--- src/hdl/dpu_pkg.sv ---
// dpu_pkg: shared types, constants and codes for the depth pixel unprojection core
// covers payload structs, configuration layout, controller states and commands
// no dependencies
package dpu_pkg;

  // raster limits and derived counter widths
  localparam int MAX_WIDTH  = 4096;
  localparam int MAX_HEIGHT = 4096;
  localparam int COL_W      = $clog2(MAX_WIDTH);
  localparam int ROW_W      = $clog2(MAX_HEIGHT);
  localparam int REM_STEPS  = (COL_W > ROW_W) ? COL_W : ROW_W;
  localparam int STEP_W     = $clog2(REM_STEPS);

  // configuration port
  localparam int CFG_DATA_W = 48;
  localparam int CFG_IDX_W  = 3;

  // datapath widths
  localparam int MUL_W  = 24;
  localparam int PROD_W = 2 * MUL_W;
  localparam int MAG_W  = 16;
  localparam int Z_W    = 23;
  localparam int ZQ_W   = 32;
  localparam int INV_W  = 24;
  localparam int MAGP_W = MAG_W + Z_W;
  localparam int ACC_W  = MAGP_W + INV_W;
  localparam int CNT_W  = 22;

  localparam logic [CNT_W-1:0] POINT_LIMIT = 22'h3FFFFF;

  // register reset values
  localparam logic [7:0]  RST_ROW_STRIDE    = 8'd1;
  localparam logic [7:0]  RST_COLUMN_STRIDE = 8'd1;
  localparam logic [23:0] RST_DEPTH_SCALE   = 24'd16777;
  localparam logic [22:0] RST_NEAR_LIMIT    = 23'd0;
  localparam logic [22:0] RST_FAR_LIMIT     = 23'd655360;
  localparam logic [31:0] RST_PRINCIPAL     = 32'd0;
  localparam logic [47:0] RST_INV_FOCAL     = 48'd0;

  // register indexes
  typedef enum logic [CFG_IDX_W-1:0] {
    REG_ROW_STRIDE    = 3'd0,
    REG_COLUMN_STRIDE = 3'd1,
    REG_DEPTH_SCALE   = 3'd2,
    REG_NEAR_LIMIT    = 3'd3,
    REG_FAR_LIMIT     = 3'd4,
    REG_PRINCIPAL     = 3'd5,
    REG_INV_FOCAL     = 3'd6
  } reg_idx_t;

  typedef struct packed {
    logic [7:0]  row_stride;
    logic [7:0]  column_stride;
    logic [23:0] depth_unit_scale;
    logic [22:0] near_limit;
    logic [22:0] far_limit;
    logic [31:0] principal_point;
    logic [47:0] inverse_focal;
  } cfg_t;

  // payloads
  typedef struct packed {
    logic [15:0] depth_raw;
    logic        frame_first;
    logic        row_last;
    logic        frame_final;
  } pix_in_t;

  typedef struct packed {
    logic               point_valid;
    logic signed [31:0] point_x;
    logic signed [31:0] point_y;
    logic [22:0]        point_z;
    logic               frame_done;
    logic [CNT_W-1:0]   points_so_far;
  } point_out_t;

  // controller states
  typedef enum logic [3:0] {
    S_IDLE,
    S_REM,
    S_ZMUL,
    S_XMAG,
    S_XLO,
    S_XHI,
    S_YMAG,
    S_YLO,
    S_YHI,
    S_DONE
  } ctrl_state_t;

  // datapath operations
  typedef enum logic [3:0] {
    OP_NONE,
    OP_REM,
    OP_ZMUL,
    OP_XMAG,
    OP_XLO,
    OP_XHI,
    OP_YMAG,
    OP_YLO,
    OP_YHI
  } op_t;

  typedef struct packed {
    logic load;
    op_t  op;
    logic out_load;
  } ctrl_cmd_t;

  typedef struct packed {
    logic out_free;
  } dp_status_t;

endpackage

--- src/hdl/dpu_ctrl.sv ---
// dpu_ctrl: sequencing state machine of the unprojection core
// steps the datapath through remainder, depth and projection phases
// depends on dpu_pkg
module dpu_ctrl import dpu_pkg::*; (
  input  logic       clk,
  input  logic       rst,
  input  logic       in_valid,
  output logic       in_stall,
  input  dp_status_t status,
  output ctrl_cmd_t  cmd
);

  ctrl_state_t       state;
  ctrl_state_t       state_next;
  logic [STEP_W-1:0] step;
  logic              rem_last;

  assign rem_last = (step == STEP_W'(REM_STEPS - 1));

  // state and remainder step counter
  always_ff @(posedge clk) begin
    if (rst) begin
      state <= S_IDLE;
      step  <= '0;
    end else begin
      state <= state_next;
      if (state == S_IDLE) begin
        step <= '0;
      end else if (state == S_REM) begin
        step <= step + STEP_W'(1);
      end
    end
  end

  // next state
  always_comb begin
    state_next = state;
    unique case (state)
      S_IDLE: if (in_valid) state_next = S_REM;
      S_REM:  if (rem_last) state_next = S_ZMUL;
      S_ZMUL: state_next = S_XMAG;
      S_XMAG: state_next = S_XLO;
      S_XLO:  state_next = S_XHI;
      S_XHI:  state_next = S_YMAG;
      S_YMAG: state_next = S_YLO;
      S_YLO:  state_next = S_YHI;
      S_YHI:  state_next = S_DONE;
      S_DONE: if (status.out_free) state_next = S_IDLE;
      default: state_next = S_IDLE;
    endcase
  end

  // commands to the datapath
  always_comb begin
    in_stall     = 1'b1;
    cmd.load     = 1'b0;
    cmd.op       = OP_NONE;
    cmd.out_load = 1'b0;
    unique case (state)
      S_IDLE: begin
        in_stall = 1'b0;
        cmd.load = in_valid;
      end
      S_REM:  cmd.op = OP_REM;
      S_ZMUL: cmd.op = OP_ZMUL;
      S_XMAG: cmd.op = OP_XMAG;
      S_XLO:  cmd.op = OP_XLO;
      S_XHI:  cmd.op = OP_XHI;
      S_YMAG: cmd.op = OP_YMAG;
      S_YLO:  cmd.op = OP_YLO;
      S_YHI:  cmd.op = OP_YHI;
      S_DONE: cmd.out_load = status.out_free;
      default: ;
    endcase
  end

endmodule

--- config.mk ---
export PLATFORM = sky130hd
export DESIGN_NAME = dpu_ctrl
export DESIGN_NICKNAME = d
export VERILOG_FILES = /design/src/hdl/dpu_pkg.sv /design/src/hdl/dpu_ctrl.sv
export SDC_FILE = /design/constraint.sdc
export NUM_CORES = 1
export LEC_CHECK = 0
export ABC_AREA = 1
export BUFFER_PORTS_ARGS = -buffer_cell sky130_fd_sc_hd__buf_4
export CAP_MARGIN = 30
export CORE_AREA = 4 4 41 43
export CTS_CLUSTER_DIAMETER = 80
export DETAILED_ROUTE_END_ITERATION = 16
export DIE_AREA = 0 0 45 47
export GPL_ROUTABILITY_DRIVEN = 0
export GPL_TIMING_DRIVEN = 0
export HOLD_SLACK_MARGIN = 0.02
export PLACE_DENSITY = 0.54
export SKIP_CTS_REPAIR_TIMING = 1
export SYNTH_ARGS = -nofsm -noshare
export SYNTH_HDL_FRONTEND = slang
export SYNTH_SLANG_ARGS = --single-unit
--- constraint.sdc ---
create_clock -name clk -period 1.5 [get_ports clk]
set_input_delay 0.3 -clock clk [delete_from_list [all_inputs] [get_ports clk]]
set_output_delay 0.3 -clock clk [all_outputs]
set_load 0.005 [all_outputs]
== Word-level counts from Yosys, hierarchy flattened ==
Cells that the tools add are included.

* Equal/unequal tests: 13
* Reductions and logical operators: 3
* Multiplexer cells: 8
* Add/subtract/negate cells: 1

{| class="wikitable"
|+ Operators by type and width
! cell !! number
|-
| $pmux W4 S10 || 1
|-
| $pmux W4 S8 || 1
|-
| $eq A4 B3 Y1 const B || 4
|-
| $eq A4 B4 Y1 const B || 3
|-
| $mux W4 || 3
|-
| $eq A4 B2 Y1 const B || 2
|-
| $ne A2 B2 Y1 const B || 3
|-
| $add A4 B1 Y4 const B || 1
|-
| $eq A4 B1 Y1 const B || 1
|-
| $logic_not A4 Y1 || 1
|-
| $mux W1 || 3
|-
| $reduce_and A3 Y1 || 1
|-
| $reduce_or A2 Y1 || 1
|}

* Word-level logic and storage cells: 27
* Output and inout port bits: 7
* Flip-flop bits (word level): 8
* Bits of input ports: 4

== Longest topological paths before layout ==
* Word-level depth: 3
* Depth in mapped cells: 8
* Mapped depth without buffers: 8

== Worst setup path before layout ==
OpenSTA, ideal clock, no wires.

* Path kind: reg-to-output
* From: reg state[3]
* To: out cmd[5] (netlist bit)
* Path buffers: 0
* Arrival time: 0.796 ns
* Setup slack: 0.404 ns
* Stages on the path, launching flop included: 4
* Data required time: 1.200 ns
* Cells stage by stage: dfxtp_1 -> nor2_2 -> nand2_1 -> nor2_1

{| class="wikitable"
|+ RTL lines
! item !! RTL line !! RTL
|-
| from (decl) || dpu_ctrl.sv:13 || <nowiki>ctrl_state_t state;</nowiki>
|-
| from (signal assigned) || dpu_ctrl.sv:26 || <nowiki>state <= state_next;</nowiki>
|-
| to (decl) || dpu_ctrl.sv:10 || <nowiki>output ctrl_cmd_t cmd</nowiki>
|}

==> results.txt <==
Met2 Track Usage GR -> 12.1%
Worst reg2reg path depth -> 8
Internal reg-to-reg setup slack -> 360 ps
Worst hold slack -> 228 ps
Crit path max fanout -> 5
CP max stage cell -> dfxtp_1
Cell family contributing the most delay on the critical path -> flip-flops
Diodes inserted -> 0
Setup violations, final -> 0
Max Slew Vio Count -> 0
Share of the synthesized area in the top cell type -> 33.2%
Delay of the slowest cell on the worst path -> 460 ps
Sum of buffers and inverters on the critical path -> 2
Die footprint -> 2120 um^2
Arrival time of data at the critical path endpoint -> 1120 ps
Syn Std Cell Area -> 482 um^2
Total wirelength of the detailed-routed design -> 981 um
Power density over cell area -> 850 nW/um^2
Endpoint required time on the critical path -> 1200 ps
Die outline width -> 45 um
Number of CTS-inserted buffers -> 3
DR DRC count -> 0
Share of synthesized area occupied by flip-flops and latches -> 33.2%
Most common library cell in the layout ignoring fill and taps -> nand2_1
Vias in the first global route -> 386
R2r startpoint -> state[2]
Result of the run -> finished, final reports clean
Buffer cell driving the clock tree root -> clkbuf_4
Max transition margin -> 82.8%
Number of antenna violations at the first check in global routing -> 0
Layout cells sized above 1 -> 35.3%
YS warnings -> 0
Placeable core area -> 1300 um^2
Final critical-path setup slack -> 80.7 ps
Met1 track utilization from global routing -> 15.6%
Antenna violation net count after detailed routing -> 0
Area of the multi-input gates -> 289 um^2
Endpoint of the most critical register-to-register path -> step[2]
Crit path from -> state[2]
Critical path launch point type -> register
Unrepaired setup endpoints after global routing -> false
Share of synthesized registers carrying an async set or reset -> 0%
Max Clock Freq -> 705 MHz
Post-synthesis sequential element count -> 8
Detailed Route Iter0 Violations -> 5
Category of the worst setup path capture point -> output port
Post-layout minimum cycle time -> 1420 ps
Number of buffers on the longest clock path -> 2
Most used flip-flop cell after synthesis -> dfxtp_1
Worst vdd ir -> 565 uV
Ordered list of cells on the worst path -> inv_1, nand2_1, nor3_2, buf_4
Number of gates on the worst path with buffers counted -> 4
Critical path destination -> cmd[4]
CTS tree -> done
Largest area contributor in the netlist -> dfxtp_1
Total global routing overflow -> 0
Worst Tran Pin Value -> 258 ps
Number of nets in the final layout -> 92
Total leakage power -> 0.288 nW
Number of I/O port buffers -> 10
Post-synthesis cell count -> 71
Busiest layer in global routing -> met1
Routed length per instance -> 9.81 um
Kind of critical path -> register to output port
Fillers -> 140
# IOs -> 11
Share of the clock period used by the worst path after layout -> 94.6%
Global routing usage on met3 -> 1.15%
Layout Area Growth over Synthesis -> 29.9%
Num Clock Sinks -> 8
Cell row count -> 13
Clock transition at the registers of the reported paths -> 50 ps
Gr usage total -> 10.5%
Final std cell area, no fill -> 626 um^2
Maximum capacitance violations -> 0
Worst clock skew -> 2.09 ps
CTS H-tree depth -> 1
Power after layout -> 0.532 mW
Detailed-routing iteration count for the pre-antenna-repair pass -> 4
Number of hold-slack violations in the final timing report -> 0
Layout Utilization -> 48.1%
Number of enable flip-flop cells after synthesis -> 0
First-pass GRT wire length -> 1.57 mm
Detailed-route via count -> 457
Setup Slack @ Placement -> 223 ps
Syn_nets -> 76
Top cells by area in the synthesized netlist -> dfxtp_1 (33%), nand2_1 (12%), nor2_1 (9.4%), nand3_1 (6.2%), inv_1 (6.2%)
Clock network latency to the later pin of the worst-skew pair -> 250 ps
Starting Density -> 37.0%
Tightest Hold Check Type -> input pin to register
Library cells used by synthesis -> 20
Average via count per standard cell -> 4.57
Post-Synthesis Mean Instance Area -> 6.78 um^2
Post-Place Cell Area -> 576 um^2
Post-DP HPWL -> 738 um
Register cell area after layout -> 166 um^2
Pin count of the biggest net entering global routing -> 8
Vertical die dimension -> 47 um
Commonest cells after routing, fill and taps aside -> nand2_1 (15), nor2_1 (11), buf_4 (11), inv_1 (7), nand3_1 (6)
-- metrics by stage --
step	setup TNS (ps)	std cells
3_3_place_gp	0	96
6_report	0	100
5_1_grt	0	100
3_5_place_dp	0	96
2_1_floorplan	0	71
4_1_cts	-86.6	99
-- routing by layer --
layer / share of wire (%) / vias to the layer above
li1: - / 254
met1: 51 / 193
met2: 43 / 8
met3: 4.3 / 2
met4: 1.0 / 0
met5: 0 / -
-- synth_stat cells (2+ instances only) --
library cell and n:
o21ai_0 2, dfxtp_1 8, inv_2 2, nor2_1 12, nand3_1 6, inv_1 8
a21oi_1 5, nor2_2 2, nand2_1 15
-- registers in the layout (all words and copies together), names as in the netlist --
name   flops
state      4
step       4
-- layout make-up --
type | count | area share, %
Inverter | 11 | 7.40
Clock buffer | 3 | 3.60
Timing Repair Buffer | 11 | 13.2
Sequential cell | 8 | 26.6
Tap cell | 15 | 3.00
Multi-Input combinational cell | 52 | 46.2
-- worst min path at each step --
stage	cells after the start	slack, ps	from	endpoint
floorplan	1	370	rst	state[3]
finish	2	230	rst	state[3]
global route	2	220	rst	state[3]
detailed placement	2	490	rst	state[2]
global placement	2	490	step[3]	step[3]
CTS	2	220	rst	state[2]
-- power by group --
part / total, mW / leakage [nW] / switching (mW) / internal (mW)
sequential: 0.241 / 0.0664 / 0.0195 / 0.222
combinational: 0.131 / 0.208 / 0.0730 / 0.0576
clock: 0.160 / 0.0138 / 0.0686 / 0.0912
-- logic make-up after synthesis --
family,synth area share (%)
AND/OR/NAND/NOR,45.5
buffers and inverters,9.61
flip-flops,33.2
AO/OA/AOI/OAI,7.27
XOR/XNOR,1.82
adder cells (fa/ha/maj),2.60
No activity file was read; power rests on OpenSTA's default activity.
