$ cat config.mk
export PLATFORM = sky130hd
export DESIGN_NAME = dpu_cfg_regs
export DESIGN_NICKNAME = d
export VERILOG_FILES = /design/src/hdl/dpu_pkg.sv /design/src/hdl/dpu_cfg_regs.sv
export SDC_FILE = /design/constraint.sdc
export NUM_CORES = 1
export LEC_CHECK = 0
export BUFFER_PORTS_ARGS = -buffer_cell sky130_fd_sc_hd__buf_4
export CAP_MARGIN = 20
export CORE_ASPECT_RATIO = 0.7
export CORE_MARGIN = 5
export CORE_UTILIZATION = 47
export CTS_BUF_LIST = sky130_fd_sc_hd__clkbuf_4 sky130_fd_sc_hd__clkbuf_8
export DETAILED_ROUTE_END_ITERATION = 10
export GPL_TIMING_DRIVEN = 0
export PLACE_DENSITY = 0.78
export SLEW_MARGIN = 5
export SYNTH_ARGS = -nofsm -noshare
export SYNTH_HDL_FRONTEND = slang
export SYNTH_SLANG_ARGS = --single-unit
$ cat constraint.sdc
create_clock -name clk -period 1.2 [get_ports clk]
set_input_delay 0.24 -clock clk [delete_from_list [all_inputs] [get_ports clk]]
set_output_delay 0.24 -clock clk [all_outputs]
set_load 0.02 [all_outputs]
$ cat src/hdl/dpu_pkg.sv
// dpu_pkg: shared types, constants and codes for the depth pixel unprojection core
// covers payload structs, configuration layout, controller states and commands
// no dependencies
package dpu_pkg;

  // raster limits and derived counter widths
  localparam int MAX_WIDTH  = 4096;
  localparam int MAX_HEIGHT = 4096;
  localparam int COL_W      = $clog2(MAX_WIDTH);
  localparam int ROW_W      = $clog2(MAX_HEIGHT);
  localparam int REM_STEPS  = (COL_W > ROW_W) ? COL_W : ROW_W;
  localparam int STEP_W     = $clog2(REM_STEPS);

  // configuration port
  localparam int CFG_DATA_W = 48;
  localparam int CFG_IDX_W  = 3;

  // datapath widths
  localparam int MUL_W  = 24;
  localparam int PROD_W = 2 * MUL_W;
  localparam int MAG_W  = 16;
  localparam int Z_W    = 23;
  localparam int ZQ_W   = 32;
  localparam int INV_W  = 24;
  localparam int MAGP_W = MAG_W + Z_W;
  localparam int ACC_W  = MAGP_W + INV_W;
  localparam int CNT_W  = 22;

  localparam logic [CNT_W-1:0] POINT_LIMIT = 22'h3FFFFF;

  // register reset values
  localparam logic [7:0]  RST_ROW_STRIDE    = 8'd1;
  localparam logic [7:0]  RST_COLUMN_STRIDE = 8'd1;
  localparam logic [23:0] RST_DEPTH_SCALE   = 24'd16777;
  localparam logic [22:0] RST_NEAR_LIMIT    = 23'd0;
  localparam logic [22:0] RST_FAR_LIMIT     = 23'd655360;
  localparam logic [31:0] RST_PRINCIPAL     = 32'd0;
  localparam logic [47:0] RST_INV_FOCAL     = 48'd0;

  // register indexes
  typedef enum logic [CFG_IDX_W-1:0] {
    REG_ROW_STRIDE    = 3'd0,
    REG_COLUMN_STRIDE = 3'd1,
    REG_DEPTH_SCALE   = 3'd2,
    REG_NEAR_LIMIT    = 3'd3,
    REG_FAR_LIMIT     = 3'd4,
    REG_PRINCIPAL     = 3'd5,
    REG_INV_FOCAL     = 3'd6
  } reg_idx_t;

  typedef struct packed {
    logic [7:0]  row_stride;
    logic [7:0]  column_stride;
    logic [23:0] depth_unit_scale;
    logic [22:0] near_limit;
    logic [22:0] far_limit;
    logic [31:0] principal_point;
    logic [47:0] inverse_focal;
  } cfg_t;

  // payloads
  typedef struct packed {
    logic [15:0] depth_raw;
    logic        frame_first;
    logic        row_last;
    logic        frame_final;
  } pix_in_t;

  typedef struct packed {
    logic               point_valid;
    logic signed [31:0] point_x;
    logic signed [31:0] point_y;
    logic [22:0]        point_z;
    logic               frame_done;
    logic [CNT_W-1:0]   points_so_far;
  } point_out_t;

  // controller states
  typedef enum logic [3:0] {
    S_IDLE,
    S_REM,
    S_ZMUL,
    S_XMAG,
    S_XLO,
    S_XHI,
    S_YMAG,
    S_YLO,
    S_YHI,
    S_DONE
  } ctrl_state_t;

  // datapath operations
  typedef enum logic [3:0] {
    OP_NONE,
    OP_REM,
    OP_ZMUL,
    OP_XMAG,
    OP_XLO,
    OP_XHI,
    OP_YMAG,
    OP_YLO,
    OP_YHI
  } op_t;

  typedef struct packed {
    logic load;
    op_t  op;
    logic out_load;
  } ctrl_cmd_t;

  typedef struct packed {
    logic out_free;
  } dp_status_t;

endpackage

$ cat src/hdl/dpu_cfg_regs.sv
// dpu_cfg_regs: configuration register file of the unprojection core
// decodes the plain write port into a cfg_t bundle
// depends on dpu_pkg
module dpu_cfg_regs import dpu_pkg::*; (
  input  logic                  clk,
  input  logic                  rst,
  input  logic                  cfg_write,
  input  logic [CFG_IDX_W-1:0]  cfg_index,
  input  logic [CFG_DATA_W-1:0] cfg_data,
  output cfg_t                  cfg
);

  // register writes, unknown indexes ignored
  always_ff @(posedge clk) begin
    if (rst) begin
      cfg.row_stride       <= RST_ROW_STRIDE;
      cfg.column_stride    <= RST_COLUMN_STRIDE;
      cfg.depth_unit_scale <= RST_DEPTH_SCALE;
      cfg.near_limit       <= RST_NEAR_LIMIT;
      cfg.far_limit        <= RST_FAR_LIMIT;
      cfg.principal_point  <= RST_PRINCIPAL;
      cfg.inverse_focal    <= RST_INV_FOCAL;
    end else if (cfg_write) begin
      unique case (reg_idx_t'(cfg_index))
        REG_ROW_STRIDE:    cfg.row_stride       <= cfg_data[7:0];
        REG_COLUMN_STRIDE: cfg.column_stride    <= cfg_data[7:0];
        REG_DEPTH_SCALE:   cfg.depth_unit_scale <= cfg_data[23:0];
        REG_NEAR_LIMIT:    cfg.near_limit       <= cfg_data[22:0];
        REG_FAR_LIMIT:     cfg.far_limit        <= cfg_data[22:0];
        REG_PRINCIPAL:     cfg.principal_point  <= cfg_data[31:0];
        REG_INV_FOCAL:     cfg.inverse_focal    <= cfg_data[47:0];
        default: ;
      endcase
    end
  end

endmodule

==> Yosys cells after proc, flatten, opt, wreduce, memory -nomap -nowiden <==
Index checks and enable logic that the tools add are counted.
Widths: inputs -> output; s select.
{ "totals": {"out_inout_bits": 166, "reg_bits": 166, "inputBits": 54, "wordCells": 21} }
{ "op_classes": {"n_eq_ne": 6, "reduce_logical": 8} }
{ "ops": {"columns": ["operator", "n"], "rows": [
  ["$reduce_and 2->1", 7],
  ["$eq 3x3->1 const B", 3],
  ["$eq 3x2->1 const B", 2],
  ["$eq 3x1->1 const B", 1],
  ["$logic_not 3->1", 1]
]} }

==> Logic depth before layout (Yosys ltp) <==
Gate-level depths: netlist of the first run.
{ "depth": {"ltp_word": 2, "mapped_depth": 5, "mapped_depth_nobuf": 2} }

==> Least setup slack after synthesis of the first run <==
Ideal clock, no wire load.
{ "synth_path": {"path_type": "input -> register", "startpoint": "input cfg_index[1]", "endpoint": "register cfg[164] (netlist name)", "path_buffers": 2, "arrival_time_ns": 1.140, "path_slack_ns": -0.066, "setup_ns": 0.125, "stages": 4, "path_cell_list": "buf_2 -> or4b_4 -> buf_6 -> mux2i_1"} }
{ "synth_between": {"elab_chain_len": 2} }
{ "synth_lines": {"columns": ["item", "line_no", "text"], "rows": [
  ["from (decl)", "dpu_cfg_regs.sv:8", "input logic [CFG_IDX_W-1:0] cfg_index,"],
  ["$logic_not 3->1", "dpu_cfg_regs.sv:24", "unique case (reg_idx_t'(cfg_index))"],
  ["$reduce_and 2->1 (no source line)", null, null],
  ["to (decl)", "dpu_cfg_regs.sv:10", "output cfg_t cfg"]
]} }
Every way passes these cells.
A chain may end at the register's enable or synchronous reset.

==> Final worst setup path of the first run <==
{ "layout_path": {"startpoint": "register cfg[97] (netlist name)", "endpoint": "output cfg[97] (netlist name)"} }
No word-level cell between the ends.

==> results of run 1 <==
## routing by layer
metal	share of wire (%)	wire length, microns
met1	44	9420
met2	47	9990
met3	6.6	1410
met4	1.8	388
met5	0	0
## tightest hold or removal path, cell delays in order
cell and delay, ns:
buf_4 0.11, nand2b_1 0.06, mux2i_1 0.06
## synth_stat cells
cell,instances
and4b_1,3
nand4b_1,3
nand4bb_1,2
nor2_1,16
buf_6,3
and4bb_1,1
buf_4,3
and4bb_2,1
buf_2,16
dfxtp_1,166
clkbuf_1,26
or4b_4,1
nand2b_1,205
mux2i_1,166
## final cells by class
| class | count | area, sq um |
|---|---|---|
| fill | 1000 | 3990 |
| clock inverter | 13 | 196 |
| sequential | 166 | 3530 |
| clock buffer | 18 | 241 |
| buffer | 48 | 258 |
| timing repair buffer | 252 | 2350 |
| tap | 190 | 238 |
| multi-input combinational | 398 | 3120 |
## cells by family after synthesis
family	count (synthesis)
simple gates	232
mux	166
flops	166
buf+inv	48
## worst max-delay path by stage
| stage | slack [ns] | from | endpoint | depth (start not counted) |
|---|---|---|---|---|
| after floorplan | -0.05 | cfg_index[1] | cfg[164]$_SDFFE_PP0P_ | 4 |
| after global placement | -0.36 | rst | cfg[110]$_SDFFE_PP0P_ | 4 |
| after detailed placement | -0.45 | rst | cfg[55]$_SDFFE_PP0P_ | 4 |
| after CTS | -0.008 | cfg[34]$_SDFFE_PP0P_ | cfg[34] | 1 |
| after global routing | -0.03 | cfg[34]$_SDFFE_PP0P_ | cfg[34] | 1 |
| final | 0.01 | cfg[97]$_SDFFE_PP1P_ | cfg[97] | 1 |
## through the flow
stage          cell area [sq um]  total power [uW]  TNS, ns  worst slack [ns]  utilization (%)
4_1_cts                     9460             11400  -0.0154          -0.00850             68.0
3_3_place_gp                8580              6940   -40.30            -0.364             61.6
5_1_grt                     9930             11800   -0.345           -0.0256             71.4
6_report                    9930             11500        0            0.0104             71.4
3_5_place_dp                8580              6970   -47.70            -0.445             61.6
2_1_floorplan               6700              6450   -0.402           -0.0509                -
## power breakdown
part | switching [uW] | leakage, uW | internal (uW)
registers | 91.7 | 0.00142 | 5650
clock network | 2170 | 0.000214 | 2320
logic | 625 | 0.00310 | 619
## timing repair
action	in CTS	in global routing
gates resized for setup	192	97
hold buffers	0	0
buffers inserted	10	24
pin swaps	0	0
endpoints found under the setup margin	143	125
==> impl_metrics.ini, run 1 <==
[status]
status = completed

[sta]
finClkSkew_ns = 0
relSlewSlack_pct = 60.5
finalHoldWorstSlack_ns = 0.0420
finalHoldViolations = 0
finalSetupViolCount = 0
worst_pin_slew_ns = 0.593
slew_viol_final = 0
post-route-period-util_pct = 99.1
fmax_ghz = 0.841
rsz0062_at_grt = true
period_minus_slack_ns = 1.19

[drt]
vias = 5473
totalWireLength_microns = 21200
drc = 0
drtAntennaViolNets = 0
post_drt_wl_per_cell_microns = 19.5
drtPass1Iterations = 4
drt_iter0_drc = 222
viasPerCell = 5.04

[setup_path]
slowest_delay_ns = 0.37
crit_type = reg -> out
critPathSlowestCell = dfxtp_2
critPathTopFamily = flip-flops
startpoint_type = register
worstPathRequired_ns = 0.96
timing.rr.start = cfg[122]$_SDFFE_PP0P_
endpoint_kind = output port
r2r_slack_ns = 0.34
path_max_fanout = 2
r2r-end = cfg[122]$_SDFFE_PP0P_
crit_buf_inv = 1
worstRegToRegCells = 4
crit_chain = buf_6
arrival_ns = 0.95

[cells_and_area]
largest_reg_flops = 166
final_nets = 937
layout_common_cells = nand2b_1, mux2i_1, dfxtp_2
reg_top3 = cfg (166)
final_common_cell = nand2b_1
regMostFlops = cfg
diodes = 0
drive_gt1_share_pct = 53.0
area_growth_pct = 48.7
layout.cells.non_filler = 1085

[synth]
synth_top_family_by_area = multiplexers
synth_cell_types = 14
yosysTopAreaCell = dfxtp_1
ys_ff_latch = 166
synth.area.mux_share_pct = 24.9
synthAdderAreaFrac_pct = 0
avgSynthCellArea_sq_um = 10.9
synth.top_cell.area_share_pct = 49.8
synth_compound_area_share_pct = 0
synth_nets = 666
syn-cell-area_sq_mm = 0.00668
synth_cells = 612
synth-simple-area-share_pct = 21.9
ys_top_cells_by_area = dfxtp_1, mux2i_1, nand2b_1
yosys_warnings = 0
seq_area_frac_synth_pct = 49.8
yosys.area_share.xor_xnor_pct = 0

[hold_path]
worstHoldEndpoint = cfg[37]$_SDFFE_PP0P_
min_path_type = in -> reg
hp-start = cfg_data[37]
min_path_cells = 3

[floorplan]
fp.dieH_microns = 110
die-area_sq_mm = 0.0167
num_rows = 36
boundaryPins = 220
core-area_sq_mm = 0.0139
start_util_pct = 48.0
die_x_microns = 152

[grt]
grt.met3_usage_pct = 6.85
top_usage_layer = met2
grt.overflow.total = 0
grt_pass1_vias = 5608
antenna_found_initial = 0
grt_use_total_pct = 24.2
grtUsageMet2_pct = 40.0
met1_usage_pct = 31.2
grt_max_degree = 17
grt_pass1_wl_microns = 31600

[clock_network]
cts_root_buffer = clkbuf_8
cts_buffers = 17
cts.clk_slew.worst_paths_ns = 0.09
worstSkewPairLatency_ns = 0.44
cts_tree = done
cts_htree_levels = 4
clockBufferDepth = 2
cts_sinks = 166

[placement]
gp_congestion = 0.817
hpwl_microns = 14700
port_buffers = 218
dp.cells = 1020

[power]
peakVddDrop_mv = 0.752
power_density_mw_per_mm2 = 1150
cellLeakagePower_uw = 0.00473

[flow_run]
drv_cap = 0
Note: power is estimated with default switching activity, not from simulation.
==> run 2, diff against run 1 <==
Settings changed: CORE_UTILIZATION 47 to 46, CTS_BUF_LIST sky130_fd_sc_hd__clkbuf_4 sky130_fd_sc_hd__clkbuf_8 to sky130_fd_sc_hd__clkbuf_16, PLACE_DENSITY 0.78 to 0.77.
==> run 2 against run 1 <==
Sequential cell count unchanged; die area up 2.0%; sequential share of layout area up 1.1 points; total power up 9.4%; design area down 6.3%; register-to-register slack better by 0.19 ns; largest cell class unchanged.
==> impl_metrics.ini, run 2 (synthesized netlist as in run 1, its figures left out) <==
[status]
status = completed

[grt]
grt.overflow.total = 0
grt_use_total_pct = 23.2
antenna_found_initial = 0
grt_pass1_vias = 5541
grt_pass1_wl_microns = 31400
grt_max_degree = 17

[clock_network]
cts_tree = done
cts_buffers = 17
hold_buffers = 0
cts_setup_buffers = 0
worstSkewPairLatency_ns = 0.42
cts_sinks = 166
cts_root_buffer = clkbuf_16
cts_resized = 15
cts_htree_levels = 4
clockBufferDepth = 2
cts.clk_slew.worst_paths_ns = 0.06

[floorplan]
die-area_sq_mm = 0.0171
die_x_microns = 154
boundaryPins = 220
core-area_sq_mm = 0.0141
num_rows = 36
start_util_pct = 47.5
fp.dieH_microns = 111

[drt]
drc = 0
drt_iter0_drc = 177
drtPass1Iterations = 4
drtAntennaViolNets = 0
totalWireLength_microns = 20200
viasPerCell = 4.98
vias = 5234
post_drt_wl_per_cell_microns = 19.2

[setup_path]
crit_buf_inv = 1
crit_start = cfg[66]$_SDFFE_PP0P_
crit_type = reg -> out
timing.rr.start = cfg[7]$_SDFFE_PP0P_
startpoint_type = register
worstPathRequired_ns = 0.96
critPathTopFamily = flip-flops
slowest_delay_ns = 0.36
path_max_fanout = 2
crit_chain = buf_4
endpoint_kind = output port
critPathSlowestCell = dfxtp_1
arrival_ns = 0.93

[placement]
hpwl_microns = 15000
port_buffers = 218
placed_area_sq_mm = 0.00858
gp_congestion = 0.822

[cells_and_area]
multi_input_comb_area_sq_mm = 0.00312
final_area_sq_mm = 0.00931
drive_gt1_share_pct = 39.1
nFillCells = 1104
area_growth_pct = 39.3
layout_common_cells = buf_4, nand2b_1, mux2i_1
regMostFlops = cfg
largest_reg_flops = 166
final_common_cell = buf_4
diodes = 0
final_nets = 903
register_area_sq_mm = 0.00341
reg_top3 = cfg (166)

[power]
peakVddDrop_mv = 1.00
p_int_uw = 9640
power_frac_clock_pct = 45.2
switchingPower_uw = 2900
switching_share_pct = 23.1
seqPwrFrac_pct = 45.6
power_density_mw_per_mm2 = 1350
cellLeakagePower_uw = 0.00450
pwr-share-comb_pct = 9.2

[hold_path]
hp-start = cfg_data[37]
min_path_type = in -> reg

[sta]
period_minus_slack_ns = 1.17
finalSetupViolCount = 0
worst_pin_slew_ns = 0.577
post-route-period-util_pct = 97.3
setup_tns_ns = 0
finClkSkew_ns = 0
relSlewSlack_pct = 61.6
fmax_ghz = 0.856
slew_viol_final = 0
finalHoldViolations = 0

[flow_run]
drv_cap = 0
run 2: through the flow:
step | hold slack [ns] | total power, uW | utilization [%] | worst slack (ns) | std cells
2_1_floorplan | 0.395 | 6450 | - | -0.0509 | 612
3_5_place_dp | 0.461 | 6980 | 61.0 | -0.412 | 1020
5_1_grt | 0.0665 | 13000 | 66.2 | -0.0116 | 1052
6_report | 0.0842 | 12500 | 66.2 | 0.0318 | 1052
3_3_place_gp | 0.459 | 6940 | 61.0 | -0.351 | 1020
4_1_cts | 0.0774 | 12600 | 65.5 | 0.00129 | 1052
run 2: final cells by class:
| type | count | share of cell area (%) |
|---|---|---|
| clock buffers | 17 | 4.57 |
| well taps | 190 | 2.55 |
| plain buffers | 48 | 2.77 |
| repair buffers | 218 | 18.0 |
| multi-input cells | 398 | 33.5 |
| flip-flops and latches | 166 | 36.6 |
| clock inverters | 15 | 2.00 |
run 2: path summary, 6_finish.rpt:
path	slack, ns	end	depth (start not counted)
setup / recovery	0.03	cfg[66]	1
hold reg to reg	0.48	cfg[64]$_SDFFE_PP0P_	2
setup reg to reg	0.53	cfg[7]$_SDFFE_PP0P_	2
hold / removal	0.08	cfg[37]$_SDFFE_PP0P_	3
run 2: power groups by stage:
stage / logic (uW) / registers (uW) / clock network (uW)
2_1_floorplan: 485 / 5960 / 0
3_3_place_gp: 1120 / 5820 / 0
3_5_place_dp: 1140 / 5830 / 0
4_1_cts: 1150 / 5710 / 5750
5_1_grt: 1230 / 5730 / 6040
6_report: 1150 / 5720 / 5670
run 2: layer usage:
metal  vias to the layer above  track usage [%]  routed length, microns
met5                         -                0                       0
met4                         0             5.76                     281
met3                        21             8.23                    1690
met2                       182             36.9                    9230
met1                      2535             30.0                    8950
li1                       2496                -                       -
